**src/sv/ghbdc_pkg.sv**
```systemverilog
// Shared constants and controller/datapath interface types for the GHB delta prefetcher.
`timescale 1ns / 1ps
`default_nettype none
package ghbdc_pkg;

  localparam int TABLE_ENTRIES_DEF = 256;
  localparam int RING_ENTRIES_DEF  = 256;
  localparam int WALK_DEPTH_DEF    = 16;
  localparam int MAX_DEGREE_DEF    = 4;

  // Positions at the tail of the delta history that are not tried as the start of a candidate pair.
  localparam int PAIR_TRIM = 4;

  localparam int CFG_INDEX_W = 2;
  localparam int CFG_DATA_W  = 5;

  localparam logic [CFG_INDEX_W-1:0] REG_ISSUE_DEGREE = 2'd0;
  localparam logic [CFG_INDEX_W-1:0] REG_MSHR_LIMIT   = 2'd1;

  localparam logic [2:0] ISSUE_DEGREE_RST = 3'd4;
  localparam logic [4:0] MSHR_LIMIT_RST   = 5'd4;

  typedef struct packed {
    logic load;
    logic scan;
    logic append;
    logic walk_rd;
    logic walk_cmp;
    logic match;
    logic emit;
  } cmd_t;

  typedef struct packed {
    logic scan_done;
    logic found;
    logic walk_go;
    logic walk_stop;
    logic walk_last;
    logic match_hit;
    logic match_end;
    logic mshr_ok;
    logic emit_go;
    logic emit_more;
  } status_t;

endpackage
`default_nettype wire

```
**src/sv/ghbdc_ctrl.sv**
```systemverilog
// Sequencing state machine for the GHB delta prefetcher.
`timescale 1ns / 1ps
`default_nettype none
module ghbdc_ctrl #(
  parameter int WALK_DEPTH = ghbdc_pkg::WALK_DEPTH_DEF
) (
  input  wire logic              clk,
  input  wire logic              rst,
  input  wire logic              start,
  output logic                   busy,
  output ghbdc_pkg::cmd_t        cmd,
  input  wire ghbdc_pkg::status_t st
);
  import ghbdc_pkg::*;

  localparam int MATCH_POS = WALK_DEPTH - PAIR_TRIM;

  typedef enum logic [6:0] {
    S_IDLE     = 7'b0000001,
    S_SCAN     = 7'b0000010,
    S_APPEND   = 7'b0000100,
    S_WALK_RD  = 7'b0001000,
    S_WALK_CMP = 7'b0010000,
    S_MATCH    = 7'b0100000,
    S_EMIT     = 7'b1000000
  } state_t;

  state_t state, state_next;
  state_t walk_exit;

  assign walk_exit = (MATCH_POS > 0) ? S_MATCH : S_IDLE;

  always_ff @(posedge clk) begin
    if (rst) begin
      state <= S_IDLE;
    end else begin
      state <= state_next;
    end
  end

  always_comb begin
    state_next = state;
    case (state)
      S_IDLE: begin
        if (start) state_next = S_SCAN;
      end
      S_SCAN: begin
        if (st.scan_done) state_next = S_APPEND;
      end
      S_APPEND: begin
        state_next = st.found ? S_WALK_RD : S_IDLE;
      end
      S_WALK_RD: begin
        state_next = st.walk_go ? S_WALK_CMP : walk_exit;
      end
      S_WALK_CMP: begin
        state_next = (st.walk_stop || st.walk_last) ? walk_exit : S_WALK_RD;
      end
      S_MATCH: begin
        if (st.match_hit) state_next = st.mshr_ok ? S_EMIT : S_IDLE;
        else if (st.match_end) state_next = S_IDLE;
      end
      S_EMIT: begin
        if (!st.emit_go || !st.emit_more) state_next = S_IDLE;
      end
      default: state_next = S_IDLE;
    endcase
  end

  assign busy         = (state != S_IDLE);
  assign cmd.load     = (state == S_IDLE) && start;
  assign cmd.scan     = (state == S_SCAN);
  assign cmd.append   = (state == S_APPEND);
  assign cmd.walk_rd  = (state == S_WALK_RD);
  assign cmd.walk_cmp = (state == S_WALK_CMP);
  assign cmd.match    = (state == S_MATCH);
  assign cmd.emit     = (state == S_EMIT);

  a_load_leaves_idle: assert property (@(posedge clk) disable iff (rst)
    cmd.load |=> (state == S_SCAN))
    else $error("accepted word did not start a table scan");
  a_append_after_scan: assert property (@(posedge clk) disable iff (rst)
    (state == S_APPEND) |-> ($past(state) == S_SCAN))
    else $error("append reached without a finished scan");
  a_emit_needs_mshr: assert property (@(posedge clk) disable iff (rst)
    ((state == S_MATCH) && st.match_hit && !st.mshr_ok) |=> (state == S_IDLE))
    else $error("prefetch run started while MSHRs were busy");

endmodule
`default_nettype wire

```
**config.mk**
```make
export PLATFORM = sky130hd
export DESIGN_NAME = ghbdc_ctrl
export DESIGN_NICKNAME = d
export VERILOG_FILES = /design/src/sv/ghbdc_pkg.sv /design/src/sv/ghbdc_ctrl.sv
export SDC_FILE = /design/constraint.sdc
export NUM_CORES = 1
export LEC_CHECK = 0
export ABC_AREA = 1
export BUFFER_PORTS_ARGS = -buffer_cell sky130_fd_sc_hd__buf_2
export CELL_PAD_IN_SITES_DETAIL_PLACEMENT = 2
export CELL_PAD_IN_SITES_GLOBAL_PLACEMENT = 2
export CORE_MARGIN = 2
export CORE_UTILIZATION = 24
export DETAILED_ROUTE_END_ITERATION = 10
export PLACE_DENSITY = 0.84
export SLEW_MARGIN = 30
export SYNTH_ARGS = -nofsm -noshare
export SYNTH_HDL_FRONTEND = slang
export SYNTH_SLANG_ARGS = --single-unit
```
**constraint.sdc**
```tcl
create_clock -name clk -period 1.9 [get_ports clk]
set_input_delay 0.38 -clock clk [delete_from_list [all_inputs] [get_ports clk]]
set_output_delay 0.38 -clock clk [all_outputs]
set_load 0.01 [all_outputs]
```
==> flow_summary.ini <==
[layout]
synthToLayoutAreaGrowth_pct = 31.2
largest_reg_flops = 7
fin_util_pct = 34.2
regMostFlops = state
largestRegisters = state x7
drive_gt1_share_pct = 38.7
nNetsFinal = 125
antenna_cells = 0

[pwr]
p_comb_share_pct = 46.6
p_leak_nw = 0.376
sequentialPowerShare_pct = 30.3
power.switching_mw = 0.278
ir_drop_v = 0.000354
p_int_mw = 0.344
p_clk_share_pct = 23.0
sw_frac_of_total_pct = 44.7
power_density_nw_per_um2 = 909

[die]
fp.dieH_um = 50.6
initial_core_util_pct = 26.1
core_area_um2 = 2000
core.rowCount = 16
pin_count = 21
dieWidth_um = 50.6
dieArea_um2 = 2560

[drt]
wl_per_cell_um = 14.9
vias_per_cell = 4.72
first_iter_violations = 3
first_pass_iters = 4
ant_nets = 0
drc = 0
vias = 652
wl_mm = 2.06

[place]
finalWeightedCongestion = 0.747
port_buffers = 20
dp.final_hpwl_mm = 1.55

[clocking]
clock_latency_ns = 0.26
post_cts_resized = 0
root_buffer = clkbuf_4
clk_pin_slew_worst_paths_ns = 0.05
cts_tree = built
htree_levels = 1
clock_sinks = 7
clk_path_buf_depth = 2
cts_buffers = 3
post_cts_buffers = 0
hold_buffers = 0

[synthesis]
synth_cells = 87
yosysTopAreaCell = dfxtp_1
async_flop_share_pct = 0
synth.avg_cell_area_um2 = 6.00
synth-seq-cells = 7
synth_warnings = 0
synthDistinctLibCells = 17
synth.net_count = 100
yosys-top-cells-area = dfxtp_1 27%, nand2_1 16%, nor2_1 8.6%
ys_seq_area_share_pct = 26.9
synth_commonest_cells = 22 x nand2_1, 12 x nor2_1, 10 x inv_1
synth_top_area_share_pct = 26.9
synth_flop_cell = dfxtp_1
synth_area_um2 = 522
synth_edf_count = 0
synthMostInstantiatedCell = nand2_1

[hold_path]
hp-class = in2reg

[timing]
drv_slew = 0
final-hold-violation-count = 0
min_period_over_period_pct = 89.9
clock_skew_ns = 0.00765
rsz0062_at_grt = false
setup_tns_ns = 0
setup_violations = 0
slew_headroom_pct = 79.9
fmax_ghz = 0.586
tightest_slew_ns = 0.299
finalCriticalPeriod_ns = 1.71

[worst_setup_path]
endpoint_kind = output pin
cp.arrival_ns = 1.33
critical_path_required_ns = 1.52
worstPathMaxFanout = 6
start_kind = flip-flop
crit_type = reg2out

[grt]
track_usage_pct = 19.0
grt_max_degree = 7
grt_pass1_vias = 724
antenna_found_initial = 0
grt_overflow_total = 0
grt_pass1_wl_mm = 3.46

[outcome]
status = completed

[job]
maxCapViolCount = 0
cells by family after synthesis:
logic type | share of synthesized area (%)
AO/OA/AOI/OAI | 6.23
buffers and inverters | 10.8
AND/OR/NAND/NOR | 56.1
flip-flops | 26.9
path summary, 6_finish.rpt:
path	startpoint	endpoint	slack, ns	cells past startpoint
setup reg to reg	state[3]	state[1]	0.46	9
setup / recovery	state[5]	cmd[5]	0.19	4
hold / removal	rst	state[4]	0.35	2
hold reg to reg	state[1]	state[1]	0.56	2
metal layers:
layer / GRT usage [%] / share of wire, % / vias to the layer above
met5: 0 / 0 / -
met4: 13.1 / 3.6 / 0
met3: 1.49 / 3.4 / 8
met2: 35.5 / 54 / 18
met1: 19.8 / 39 / 310
li1: - / - / 316
worst max-delay path: stages (launching register included):
cell	delay, ns
dfxtp_1	0.38
inv_2	0.11
nand3_2	0.12
nor3_1	0.27
buf_2	0.19
cell usage in the layout (no fill, tap or decap), drive strengths merged:
cell,n
nand2,25
buf,20
nor2,20
inv,15
nand3,10
dfxtp,7
clkbuf,4
nor3,2
nand3b,2
a21oi,2
o21ai,2
nor4,1
o211ai,1
metrics by stage:
stage / instance area [µm²] / setup slack [ns] / cells / power [mW] / hold slack [ns]
global placement: 656 / 0.532 / 134 / 0.447 / 0.546
detailed placement: 656 / 0.438 / 134 / 0.461 / 0.559
floorplan: 522 / 0.593 / 87 / 0.369 / 0.449
global route: 684 / 0.0605 / 138 / 0.682 / 0.356
CTS: 682 / 0.110 / 138 / 0.626 / 0.339
finish: 684 / 0.192 / 138 / 0.622 / 0.346
power by group through the flow:
stage	clock (mW)	sequential [mW]	combinational, mW
2_1_floorplan	0	0.187	0.182
3_3_place_gp	0	0.191	0.256
3_5_place_dp	0	0.193	0.269
4_1_cts	0.151	0.190	0.286
5_1_grt	0.156	0.193	0.333
6_report	0.143	0.189	0.290
area by class of cell:
cell class / count / area, µm²
Fill cell: 270 / 1320
Tap cell: 27 / 33.8
Timing Repair Buffer: 20 / 100
Clock buffer: 4 / 26.3
Sequential cell: 7 / 140
Multi-Input combinational cell: 65 / 328
Inverter: 15 / 56.3
Power figures use the tool's default switching activity.
